`config.mk`:
```
export PLATFORM = sky130hd
export DESIGN_NAME = grma_ctrl
export DESIGN_NICKNAME = d
export VERILOG_FILES = /design/src/sv/grma_pkg.sv /design/src/sv/grma_ctrl.sv
export SDC_FILE = /design/constraint.sdc
export NUM_CORES = 1
export LEC_CHECK = 0
export ABC_AREA = 1
export ABC_CLOCK_PERIOD_IN_PS = 2000
export BUFFER_PORTS_ARGS = -buffer_cell sky130_fd_sc_hd__buf_2
export CAP_MARGIN = 10
export CORE_MARGIN = 1
export CORE_UTILIZATION = 35
export DETAILED_ROUTE_END_ITERATION = 16
export GPL_ROUTABILITY_DRIVEN = 0
export GPL_TIMING_DRIVEN = 0
export HOLD_SLACK_MARGIN = 0.02
export PLACE_DENSITY_LB_ADDON = 0.25
export SYNTH_ARGS = -nofsm -noshare
export SYNTH_HDL_FRONTEND = slang
export SYNTH_SLANG_ARGS = --single-unit
```
`constraint.sdc`:
```
create_clock -name clk -period 2 [get_ports clk]
set_input_delay 0 -clock clk [delete_from_list [all_inputs] [get_ports clk]]
set_output_delay 0 -clock clk [all_outputs]
set_load 0.005 [all_outputs]
```
`src/sv/grma_pkg.sv`:
```
// grma_pkg: shared types and constants for the gravity-removed motion accel block
// no dependencies
`default_nettype none
package grma_pkg;

    localparam logic signed [31:0] GRAVITY_Q16 = 32'sd642580;
    localparam logic [15:0] TAU_RESET = 16'd8500;

    // sequencer states
    typedef enum logic [2:0] {
        ST_IDLE,
        ST_MAT,
        ST_FILT,
        ST_DIV,
        ST_EARTH,
        ST_OUT
    } state_t;

    // controller to datapath commands
    typedef struct packed {
        logic       load;
        logic       mat_step;
        logic       filt_step;
        logic       div_start;
        logic       div_step;
        logic       div_done;
        logic       earth_step;
        logic [3:0] idx;
    } cmd_t;

    // datapath to controller status
    typedef struct packed {
        logic den_zero;
    } status_t;

endpackage
`default_nettype wire

```
`src/sv/grma_ctrl.sv`:
```
// grma_ctrl: sequencer for the gravity-removed motion accel block
// depends on grma_pkg
`default_nettype none
module grma_ctrl
(
    input  wire logic              clk,
    input  wire logic              rst_n,
    input  wire logic              in_fire,
    input  wire logic              out_fire,
    input  wire grma_pkg::status_t status,
    output grma_pkg::cmd_t         cmd,
    output logic                   busy,
    output logic                   result_valid
);
    import grma_pkg::*;

    state_t     state_reg, state_next;
    logic [6:0] cnt_reg, cnt_next;
    logic [1:0] axis_reg, axis_next;

    // state register
    always_ff @(posedge clk or negedge rst_n)
    begin
        if (!rst_n)
        begin
            state_reg <= ST_IDLE;
            cnt_reg   <= '0;
            axis_reg  <= '0;
        end
        else
        begin
            state_reg <= state_next;
            cnt_reg   <= cnt_next;
            axis_reg  <= axis_next;
        end
    end

    // next state and commands
    always_comb
    begin
        state_next   = state_reg;
        cnt_next     = cnt_reg;
        axis_next    = axis_reg;
        cmd          = '0;
        cmd.idx      = cnt_reg[3:0];
        busy         = (state_reg != ST_IDLE);
        result_valid = (state_reg == ST_OUT);
        unique case (state_reg)
            ST_IDLE:
            begin
                if (in_fire)
                begin
                    cmd.load   = 1'b1;
                    state_next = ST_MAT;
                    cnt_next   = '0;
                end
            end
            ST_MAT:
            begin
                // ten quaternion products, one per cycle
                cmd.mat_step = 1'b1;
                if (cnt_reg == 7'd9)
                begin
                    cnt_next   = '0;
                    axis_next  = '0;
                    state_next = ST_FILT;
                end
                else
                    cnt_next = cnt_reg + 7'd1;
            end
            ST_FILT:
            begin
                // per axis: gravity-removed diff, numerator, divider setup
                cmd.filt_step = 1'b1;
                cmd.idx       = {cnt_reg[1:0], axis_reg};
                if (cnt_reg == 7'd2)
                begin
                    cnt_next = '0;
                    if (status.den_zero)
                    begin
                        cmd.div_done = 1'b1;
                        if (axis_reg == 2'd2)
                            state_next = ST_EARTH;
                        else
                            axis_next = axis_reg + 2'd1;
                    end
                    else
                    begin
                        cmd.div_start = 1'b1;
                        state_next    = ST_DIV;
                    end
                end
                else
                    cnt_next = cnt_reg + 7'd1;
            end
            ST_DIV:
            begin
                // 64 quotient bits, then the result is written back
                cmd.idx = {2'd0, axis_reg};
                if (cnt_reg == 7'd64)
                begin
                    cmd.div_done = 1'b1;
                    cnt_next     = '0;
                    if (axis_reg == 2'd2)
                        state_next = ST_EARTH;
                    else
                    begin
                        axis_next  = axis_reg + 2'd1;
                        state_next = ST_FILT;
                    end
                end
                else
                begin
                    cmd.div_step = 1'b1;
                    cnt_next     = cnt_reg + 7'd1;
                end
            end
            ST_EARTH:
            begin
                // nine matrix terms, each row saturated into the output after its third term
                cmd.earth_step = 1'b1;
                if (cnt_reg == 7'd11)
                begin
                    cnt_next   = '0;
                    state_next = ST_OUT;
                end
                else
                    cnt_next = cnt_reg + 7'd1;
            end
            ST_OUT:
            begin
                if (out_fire)
                    state_next = ST_IDLE;
            end
            default:
                state_next = ST_IDLE;
        endcase
    end

    // result is only shown while busy; load starts the matrix phase; divide count stays in range
    a_valid_out: assert property (@(posedge clk) disable iff (!rst_n)
        result_valid |-> busy)
        else $error("result valid while idle");
    a_load_idle: assert property (@(posedge clk) disable iff (!rst_n)
        cmd.load |=> (state_reg == ST_MAT))
        else $error("load did not start matrix phase");
    a_div_len: assert property (@(posedge clk) disable iff (!rst_n)
        (state_reg == ST_DIV) |-> (cnt_reg <= 7'd64))
        else $error("divider count overrun");

endmodule
`default_nettype wire

```
Word-level counts from Yosys, hierarchy flattened:

Index checks and enable logic that the tools add are counted.

* register bits after elaboration: 12
* bits of input ports: 5
* output and inout bits: 13

* $add $sub $neg: 2
* equal/unequal tests: 18
* muxes and demuxes: 36
* reductions and logical operators: 7

Operator list (count)
* $mux 7: 5
* $pmux 7 s5: 1
* $mux 3: 9
* $pmux 3 s6: 1
* $eq 7x4->1 const B: 2
* $ne 2x2->1 const B: 7
* $mux 2: 6
* $mux 1: 11
* $pmux 4 s2: 1
* $add 7x1->7 const B: 1
* $eq 7x2->1 const B: 1
* $eq 7x7->1 const B: 1
* $reduce_and 7->1: 1
* $eq 3x2->1 const B: 2
* $eq 3x3->1 const B: 2
* $pmux 2 s3: 1
* $reduce_bool 3->1: 2
* $reduce_and 5->1: 1
* $reduce_bool 5->1: 1
* $eq 3x1->1 const B: 1
* $logic_not 3->1: 1
* $ne 3x3->1 const B: 1
* $add 2x1->2 const B: 1
* $eq 2x2->1 const B: 1
* 2 further kinds: 2

Logic depth before layout (Yosys ltp):

Gate-level depths: netlist (run 1).

* depth in word-level cells: 5
* gate-level depth with buffers: 11

Worst setup path after synthesis (run 1):

Ideal clock, no wire load.

* path kind: register -> register
* from: reg cnt_reg[0]
* to: reg axis_reg[1]
* library setup time: 0.121 ns
* arrival: 1.340 ns
* required time: 1.879 ns
* slack: 0.539 ns
* stages on the path, launching flop included: 12
* path buffers: 0
* clock period less this slack: 1.461 ns
* cell sequence: dfrtp_1 > inv_1 > ha_1 > inv_1 > nor2_1 > nand3_1 > nand2_2 > inv_1 > nor2_4 > nand2_1 > nand2_1 > o21ai_1

* cells in the longest elaborated chain, start to end: 3
* elaborated cells between the ends (all ways): 7

RTL lines
* from (decl): line grma_ctrl.sv:18 `logic [6:0] cnt_reg, cnt_next;`
* from (signal assigned): line grma_ctrl.sv:33 `cnt_reg <= cnt_next;`
* $eq 7x7->1 (tied with other cells): line grma_ctrl.sv:100 `if (cnt_reg == 7'd64)`
* $ne 2x2->1 (no source line)
* $reduce_and 5->1 (no source line) (*)
* to (signal assigned): line grma_ctrl.sv:34 `axis_reg <= axis_next;`
* to (decl): line grma_ctrl.sv:19 `logic [1:0] axis_reg, axis_next;`

Every way passes the cells marked *; elsewhere a longest branch is shown, timed or not.
A chain may end at the register's enable or synchronous reset.

Worst setup path in the final report (run 1):

* from: reg cnt_reg[0]
* to: reg state_reg[1]

* cells in the longest elaborated chain, start to end: 3
* elaborated cells between the ends (all ways): 9

RTL lines
* $eq 7x4->1 (tied with other cells): line grma_ctrl.sv:122 `if (cnt_reg == 7'd11)`
* $ne 2x2->1 (no source line)
* $reduce_and 7->1 (no source line) (*)
* to (signal assigned): line grma_ctrl.sv:32 `state_reg <= state_next;`
* to (decl): line grma_ctrl.sv:17 `state_t state_reg, state_next;`

Marked as above.

==> results of run 1 <==
-- path summary, 6_finish.rpt --
kind                       slack, ns         from  cells past startpoint      endpoint
max in group asynchronous       1.66        rst_n                      2  state_reg[0]
min reg2reg                     0.52  axis_reg[0]                      2   axis_reg[0]
max                             0.28   cnt_reg[0]                     10  state_reg[1]
min                             0.12        rst_n                      2    cnt_reg[5]
max reg2reg                     0.28   cnt_reg[0]                     10  state_reg[1]
min in group clk                0.22       status                      6  state_reg[1]
-- worst max-delay path: stages (launching register included) --
cell     delay (ns)
dfrtp_1        0.48
inv_1          0.14
ha_1           0.18
inv_1          0.05
nor2_1         0.08
nand3_1        0.14
nand2_2        0.11
o21ai_2        0.08
nor2_4         0.20
nand3_1        0.11
nand2_1        0.08
-- kinds of logic (layout without fill, tap and decap cells) --
group / count (synthesis) / count (layout)
xor+xnor: 4 / 4
compound gates: 21 / 21
flops: 12 / 12
buf+inv: 28 / 50
fa+ha+maj: 5 / 5
simple gates: 90 / 90
-- cells in the mapped netlist --
master,count,share of area
o22ai_1,2,0.012
dfrtp_1,12,0.28
o21ai_1,2,0.0093
ha_1,5,0.058
nand2_1,35,0.12
nand4_1,2,0.012
nor2_2,5,0.029
a31oi_1,2,0.012
nand3_1,19,0.088
nor2_4,4,0.042
nand2_4,2,0.021
a21oi_1,2,0.0093
nand2_2,3,0.017
nand3_2,1,0.0093
xnor2_1,1,0.0081
or2_2,2,0.012
nor2_1,17,0.059
o21bai_1,1,0.0070
inv_1,26,0.091
inv_2,1,0.0035
o21ai_0,7,0.033
xor2_1,3,0.024
buf_2,1,0.0046
o21ai_2,4,0.033
o211ai_1,1,0.0070
-- metal layers --
layer / up-vias / routed length (um) / track usage
li1: 551 / - / -
met1: 495 / 1230 / 0.213
met2: 27 / 1250 / 0.276
met3: 4 / 107 / 0.0499
met4: 0 / 22 / 0.0418
met5: - / 0 / 0
-- layout make-up --
class	count	area [sq um]
Fill cell	299	1580
Sequential cell	12	300
Tap cell	31	38.8
Multi-Input combinational cell	120	671
Inverter	27	101
Buffer	1	5.00
Timing Repair Buffer	18	95.1
Clock buffer	4	36.3
-- power breakdown --
group | total [W] | internal (W) | switching (W) | leakage [nW]
Combinational | 0.00104 | 0.000370 | 0.000667 | 0.521
Sequential | 0.000424 | 0.000313 | 0.000111 | 0.160
Clock | 0.000200 | 0.000111 | 0.0000895 | 0.0210
Total | 0.00166 | 0.000794 | 0.000867 | 0.702
-- through the flow --
stage | instances | power [W] | hold slack, ns | util | instance area, sq um
after floorplan | 160 | 0.00117 | -0.296 | - | 1080
after global placement | 208 | 0.00144 | -0.104 | 0.425 | 1200
after detailed placement | 208 | 0.00146 | -0.0977 | 0.425 | 1200
after CTS | 213 | 0.00167 | 0.122 | 0.441 | 1250
after global routing | 213 | 0.00181 | 0.150 | 0.441 | 1250
final | 213 | 0.00166 | 0.118 | 0.441 | 1250
==> run metrics, run 1 <==
status=finished, violations left; failing checks=DRC; Synth-to-Final Area Change=15.8%; Worst Tran Pin Value=0.578 ns; final global-route overflow total=0; H-tree levels=1; startpoint types=flop; root buffer cell=clkbuf_4; CP endpoint kind=flop; Synth Instances=160; Post-Synth Simple-Gate Area=0.411; vias per std cell=5.06; VDD IR max=0.000703 V; hold_buf cts=1; Final nets=193; initial antenna violation count=0; global-route wire length before repair=4210 um; setup slack after layout=0.276 ns; n_diodes=0; # resized after CTS=0; setup repair bufs after CTS=0; core box area=2830 sq um; library cells used by synthesis=25; Net Count, Synth=170; Mapped Avg Cell Area=6.73 sq um; via count=1,077; proportion of synthesized area in mux cells=0; port bufs=17; Synth warnings=0; Die H=around 57 um; Max Cap Viol=0; Setup TNS Final=0 ns; Inserted Clock Buffers=3; Hold Fails Final Rpt=0; Synth Area in Compound Gates=0.121; initial core utilization=0.381; Post-Syn Area=between 1000 and 1500 sq um; clk sink count=12; largest net degree at the start of global routing=13; relative slew slack=0.612; pre-CTS setup slack=between 0.3 and 0.4 ns; drc violations=1; DP HPWL=2060 um; max FFs per register=7; commonest non-fill, non-tap cells in the layout=nand2_1 (35), inv_1 (26), nand3_1 (19), buf_2 (18), nor2_1 (17); CTS max path bufs=2; total leakage power=roughly 0.70 nW; DRT iter0 DRCs=46; Clock Skews=0.00675 ns; worst hold-check path type=input pin to asynchronous set/reset pin; Top Ports=18; share of cells above drive strength 1=0.242; CP arrival=1.94 ns; vias in the first global route=976; die area=3300 sq um; CTS clk-pin slew, worst paths=0.09 ns; WL/cell=about 12 um; unrepaired setup endpoints after global routing=false; ANT nets after route=0; TritonCTS clock tree=built; chip width=57.5 um; Tcrit/Tclk final=0.862; Period minus WS final=between 1.5 and 2 ns; Crit path required time=about 2.2 ns; final WL=2610 um; Yosys reg bits=12; final setup fails=0; largest family of logic cells by synthesized area=simple AND/OR/NAND/NOR gates; gr usage total=0.167; Slew Viols, Final=0; commonest non-fill, non-tap cell in the layout=nand2_1; post-synthesis sequential area ratio=0.279; worst setup path class=flop to flop; Clk Latency, worst-skew pair=0.28 ns; Peak Freq=580 MHz; Rows=19; Post-Synth Adder-Cell Area=0.0581; Initial DRT Pass Iterations=10; Worst Path Max Fanout=8; PD cells=approximately 1300 nW/um^2; Post-Synth XOR/XNOR Area=0.0325
Note: power is estimated with default switching activity, not from simulation.
==> inputs of run 2 (changes only) <==
--- a/config.mk
+++ b/config.mk
@@ -8,9 +8,10 @@
 export ABC_AREA = 1
 export ABC_CLOCK_PERIOD_IN_PS = 2000
 export BUFFER_PORTS_ARGS = -buffer_cell sky130_fd_sc_hd__buf_2
-export CAP_MARGIN = 10
+export CELL_PAD_IN_SITES_DETAIL_PLACEMENT = 1
+export CELL_PAD_IN_SITES_GLOBAL_PLACEMENT = 2
 export CORE_MARGIN = 1
-export CORE_UTILIZATION = 35
+export CORE_UTILIZATION = 30
 export DETAILED_ROUTE_END_ITERATION = 16
 export GPL_ROUTABILITY_DRIVEN = 0
 export GPL_TIMING_DRIVEN = 0
==> run 2 against run 1 <==
Compared with the run above: the run now ends clean; sequential power about the same; total power up 2.3%; design area up 1.5%; clock skew down 0.0055 ns; routed wire length up 18%; fmax down 3.0%; non-clock buffer count unchanged; register-to-register slack worse by 0.05 ns; global-route usage up 1.8 points; clock-buffer cell count unchanged; critical path type unchanged; largest cell class unchanged; largest power group unchanged.
==> run metrics, run 2 (synthesis results as in run 1) <==
Final nets=roughly 190; Crit path required time=2.24 ns; H-tree levels=1; ANT nets after route=0; clk sink count=12; status=complete, no violations; GRT met3 Usage=0.0186; GR Util met1=0.248; commonest non-fill, non-tap cell in the layout=nand2_1; DP HPWL=approximately 2500 um; core box area=3390 sq um; global routing usage on met2=0.306; WL/cell=13.5 um; CP arrival=2.01 ns; unrepaired setup endpoints after global routing=false; Hold Fails Final Rpt=0; port bufs=17; initial antenna violation count=0; startpoint types=flop; root buffer cell=clkbuf_4; Tcrit/Tclk final=0.889; max FFs per register=7; global-route wire length before repair=5000 um; largest net degree at the start of global routing=13; CTS clk-pin slew, worst paths=roughly 0.09 ns; Inserted Clock Buffers=3; Initial DRT Pass Iterations=4; chip width=roughly 62 um; via count=1,105; Clock Skews=0.00129 ns; Synth-to-Final Area Change=17.5%; worst reg-to-reg path cell count=10; DP Area=1220 sq um; vias per std cell=just under 5; initial core utilization=0.318; Top Ports=18; Die H=61.9 um; CTS max path bufs=2; final WL=3070 um; Max Cap Viol=0; die area=3830 sq um; Slew Viols, Final=0; share of cells above drive strength 1=0.242; Period minus WS final=1.78 ns; Placed Instances=223; vias in the first global route=1,065; final setup fails=0; Peak Freq=562 MHz; Worst Tran Pin Value=approximately 0.7 ns; busiest grt layer=met2; gr usage total=0.185; Setup TNS Final=0 ns; commonest non-fill, non-tap cells in the layout=nand2_1 (35), inv_1 (26), nand3_1 (19), buf_2 (18), nor2_1 (17); relative slew slack=0.520; TritonCTS clock tree=built; Finished Layout Cells=roughly 230; VDD IR max=0.000589 V; n_diodes=0; Worst Path Max Fanout=8; design area=1270 sq um; drc violations=0; Rows=21; PD cells=approximately 1300 nW/um^2; Clk Latency, worst-skew pair=0.29 ns; worst hold-check path type=input pin to asynchronous set/reset pin; CP endpoint kind=flop; final global-route overflow total=0; setup repair bufs after CTS=0; total leakage power=around 0.7 nW; worst setup path class=flop to flop; DRT iter0 DRCs=49
==> run 2: cell counts in the layout (fill, tap and decap cells not counted) <==
No cell type changed its count.
==> run 2: timing repair <==
| item | 4_1_cts | 5_1_grt |
|---|---|---|
| hold buffers | 1 | 0 |
| hold endpoints to repair | 12 | 0 |
| gates resized for setup | 0 | 0 |
==> run 2: area by class of cell <==
class / instances / area (sq um)
multi-input combinational: 120 / 671
sequential: 12 / 300
buffer: 1 / 5.00
clock buffer: 4 / 36.3
timing repair buffer: 18 / 95.1
fill: 447 / 2120
tap: 46 / 57.6
inverter: 27 / 101
==> run 2: metal layers <==
metal	vias up	share of wire
met5	-	0
met4	0	0.019
met3	8	0.034
met2	24	0.49
met1	515	0.46
li1	558	-
==> run 2: per-stage QoR <==
step	setup slack [ns]	hold WS, ns	util	total power [W]
after floorplan	0.539	-0.296	-	0.00117
after global placement	0.268	-0.0927	0.360	0.00147
after detailed placement	0.225	-0.0905	0.360	0.00150
after CTS	0.193	0.121	0.374	0.00173
after global routing	0.0481	0.172	0.374	0.00187
final	0.222	0.119	0.374	0.00170
==> run 2: power by group <==
group / internal (W) / switching (W)
sequential: 0.000313 / 0.000114
combinational: 0.000369 / 0.000692
clock: 0.000111 / 0.000101
total: 0.000793 / 0.000907
==> run 2: path summary, 6_finish.rpt <==
kind	slack [ns]	from	endpoint
setup reg to reg	0.22	cnt_reg[0]	state_reg[1]
min in group clk	0.18	status	state_reg[0]
max in group asynchronous	1.65	rst_n	axis_reg[0]
hold / removal	0.12	rst_n	cnt_reg[2]
setup / recovery	0.22	cnt_reg[0]	state_reg[1]
hold reg to reg	0.51	axis_reg[0]	axis_reg[0]
==> run 2: critical path: stages, from the launching register on <==
cell and delay [ns]:
dfrtp_1 0.49, inv_1 0.15, ha_1 0.17, inv_1 0.04, nor2_1 0.08, nand3_1 0.17
nand2_2 0.13, o21ai_2 0.09, nor2_4 0.23, nand3_1 0.11, nand2_1 0.08
==> inputs of run 3 (changes only) <==
--- a/config.mk
+++ b/config.mk
@@ -6,7 +6,7 @@
 export NUM_CORES = 1
 export LEC_CHECK = 0
 export ABC_AREA = 1
-export ABC_CLOCK_PERIOD_IN_PS = 2000
+export ABC_CLOCK_PERIOD_IN_PS = 1750
 export BUFFER_PORTS_ARGS = -buffer_cell sky130_fd_sc_hd__buf_2
 export CELL_PAD_IN_SITES_DETAIL_PLACEMENT = 1
 export CELL_PAD_IN_SITES_GLOBAL_PLACEMENT = 2
@@ -14,7 +14,6 @@
 export CORE_UTILIZATION = 30
 export DETAILED_ROUTE_END_ITERATION = 16
 export GPL_ROUTABILITY_DRIVEN = 0
-export GPL_TIMING_DRIVEN = 0
 export HOLD_SLACK_MARGIN = 0.02
 export PLACE_DENSITY_LB_ADDON = 0.25
 export SYNTH_ARGS = -nofsm -noshare
==> constraint.sdc (replaced) <==
create_clock -name clk -period 1.75 [get_ports clk]
set_input_delay 0 -clock clk [delete_from_list [all_inputs] [get_ports clk]]
set_output_delay 0 -clock clk [all_outputs]
set_load 0.005 [all_outputs]
==> run 3 against run 2 <==
Compared with the run above: die area unchanged; clock power down 17%; via count shrank 1.2%; critical path depth is 1 higher.
==> run metrics, run 3 (synthesis results as in run 1) <==
status=complete, no violations; worst reg-to-reg path cell count=11; max FFs per register=7; fill cell count=448; initial core utilization=0.318; final WL=3340 um; CP Launch Point=cnt_reg[0]; H-tree levels=1; gr usage total=0.186; WL/cell=14.4 um; Seq pwr share=0.251; DP HPWL=~2700 um; share of cells above drive strength 1=0.292; Inserted Clock Buffers=3; Peak Freq=between 500 and 600 MHz; Crit path required time=1.91 ns; Top Ports=18; root buffer cell=clkbuf_4; FF-to-FF Start=cnt_reg[0]; ANT nets after route=0; DP Area=around 1200 sq um; net switching power=0.00105 W; Hold Fails Final Rpt=0; initial antenna violation count=0; chip width=approximately 62 um; global-route wire length before repair=5080 um; final global-route overflow total=0; worst setup path class=flop to flop; Comb power frac=0.660; Placed Instances=~230; startpoint types=flop; final hold slack=between 0.1 and 0.15 ns; CP Capture Point=axis_reg[1]; unrepaired setup endpoints after global routing=true; drc violations=0; DRT iter0 DRCs=between 70 and 80; via count=1,092; Worst Path Max Fanout=5; CTS max path bufs=2; switching part of the total power=0.529; Clock Skews=0.00354 ns; Initial DRT Pass Iterations=4; CP arrival=1.86 ns; worst hold-check path type=input pin to asynchronous set/reset pin; Tcrit/Tclk final=0.968; Die H=approximately 62 um; largest net degree at the start of global routing=13; cell internal pwr=0.000931 W; reg2reg setup slack=0.06 ns; register area=between 300 and 400 sq um; Max Cap Viol=0; Setup TNS Final=0 ns; VDD IR max=between 0.0006 and 0.0007 V; final setup fails=0; PD cells=around 1500 nW/um^2; Finished Layout Cells=231; relative slew slack=0.744; Rows=21; total leakage power=0.709 nW; CP endpoint kind=flop; Synth-to-Final Area Change=20.6%; port bufs=17; TritonCTS clock tree=built; core box area=between 3000 and 4000 sq um; Period minus WS final=1.69 ns; commonest non-fill, non-tap cell in the layout=nand2_1; Final nets=197; Slew Viols, Final=0; clock share of power=0.089; multi-input logic area=681 sq um; vias per std cell=about 4.7; Clk Latency, worst-skew pair=0.27 ns; die area=3830 sq um; Worst Tran Pin Value=0.383 ns; design area=1300 sq um; clk sink count=12; CTS clk-pin slew, worst paths=0.08 ns; vias in the first global route=1,068; commonest non-fill, non-tap cells in the layout=nand2_1 (35), inv_1 (25), nand3_1 (18), buf_2 (17), nor2_1 (16); n_diodes=0; FF-to-FF End=axis_reg[1]
==> run 3: cell type report <==
cell class / instances / share of cell area
clock buffer: 3 / 0.0173
multi-input combinational: 120 / 0.524
timing repair buffer: 23 / 0.102
sequential: 12 / 0.234
tap: 46 / 0.0443
inverter: 27 / 0.0780
==> run 3: layer usage <==
layer  GRT usage  part of all wire  vias up
li1            -                 -      559
met1       0.236              0.46      515
met2       0.324              0.51       14
met3      0.0373             0.022        4
met4      0.0444             0.010        0
met5           0                 0        -
==> run 3: worst min path at each step <==
stage	start	to	slack, ns
after floorplan	rst_n	axis_reg[0]	-0.30
after global placement	rst_n	cnt_reg[6]	-0.09
after detailed placement	rst_n	cnt_reg[6]	-0.09
after CTS	rst_n	cnt_reg[6]	0.15
after global routing	rst_n	cnt_reg[6]	0.16
final	rst_n	axis_reg[1]	0.14
==> run 3: power by group through the flow <==
stage               Combinational [W]  Sequential (W)  Clock [W]
detailed placement            0.00127        0.000496          0
global placement              0.00126        0.000493          0
finish                        0.00130        0.000496   0.000176
floorplan                    0.000872        0.000460          0
global route                  0.00146        0.000508   0.000203
CTS                           0.00128        0.000491   0.000183
==> run 3: worst max-delay path: stages, from the launching register on <==
cell	delay, ns
dfrtp_2	0.44
inv_1	0.11
ha_2	0.20
inv_1	0.04
nor2_1	0.11
nand3_2	0.14
nand2_2	0.10
inv_1	0.06
nor2_4	0.12
nand2_1	0.11
nand2_1	0.08
o21ai_1	0.07
==> run 3: timing repair <==
| item | CTS | global route |
|---|---|---|
| endpoints found under the setup margin | 0 | 12 |
| buffers inserted | 0 | 2 |
| resized for setup | 0 | 7 |
| hold buffers | 1 | 0 |
| hold endpoints to repair | 12 | 0 |
==> run 3: stage by stage <==
step / power (W) / util / setup WS (ns)
after floorplan: 0.00133 / - / 0.289
after global placement: 0.00175 / 0.365 / 0.0566
after detailed placement: 0.00177 / 0.365 / 0.0167
after CTS: 0.00196 / 0.375 / 0.00368
after global routing: 0.00217 / 0.383 / -0.0277
final: 0.00198 / 0.383 / 0.0566
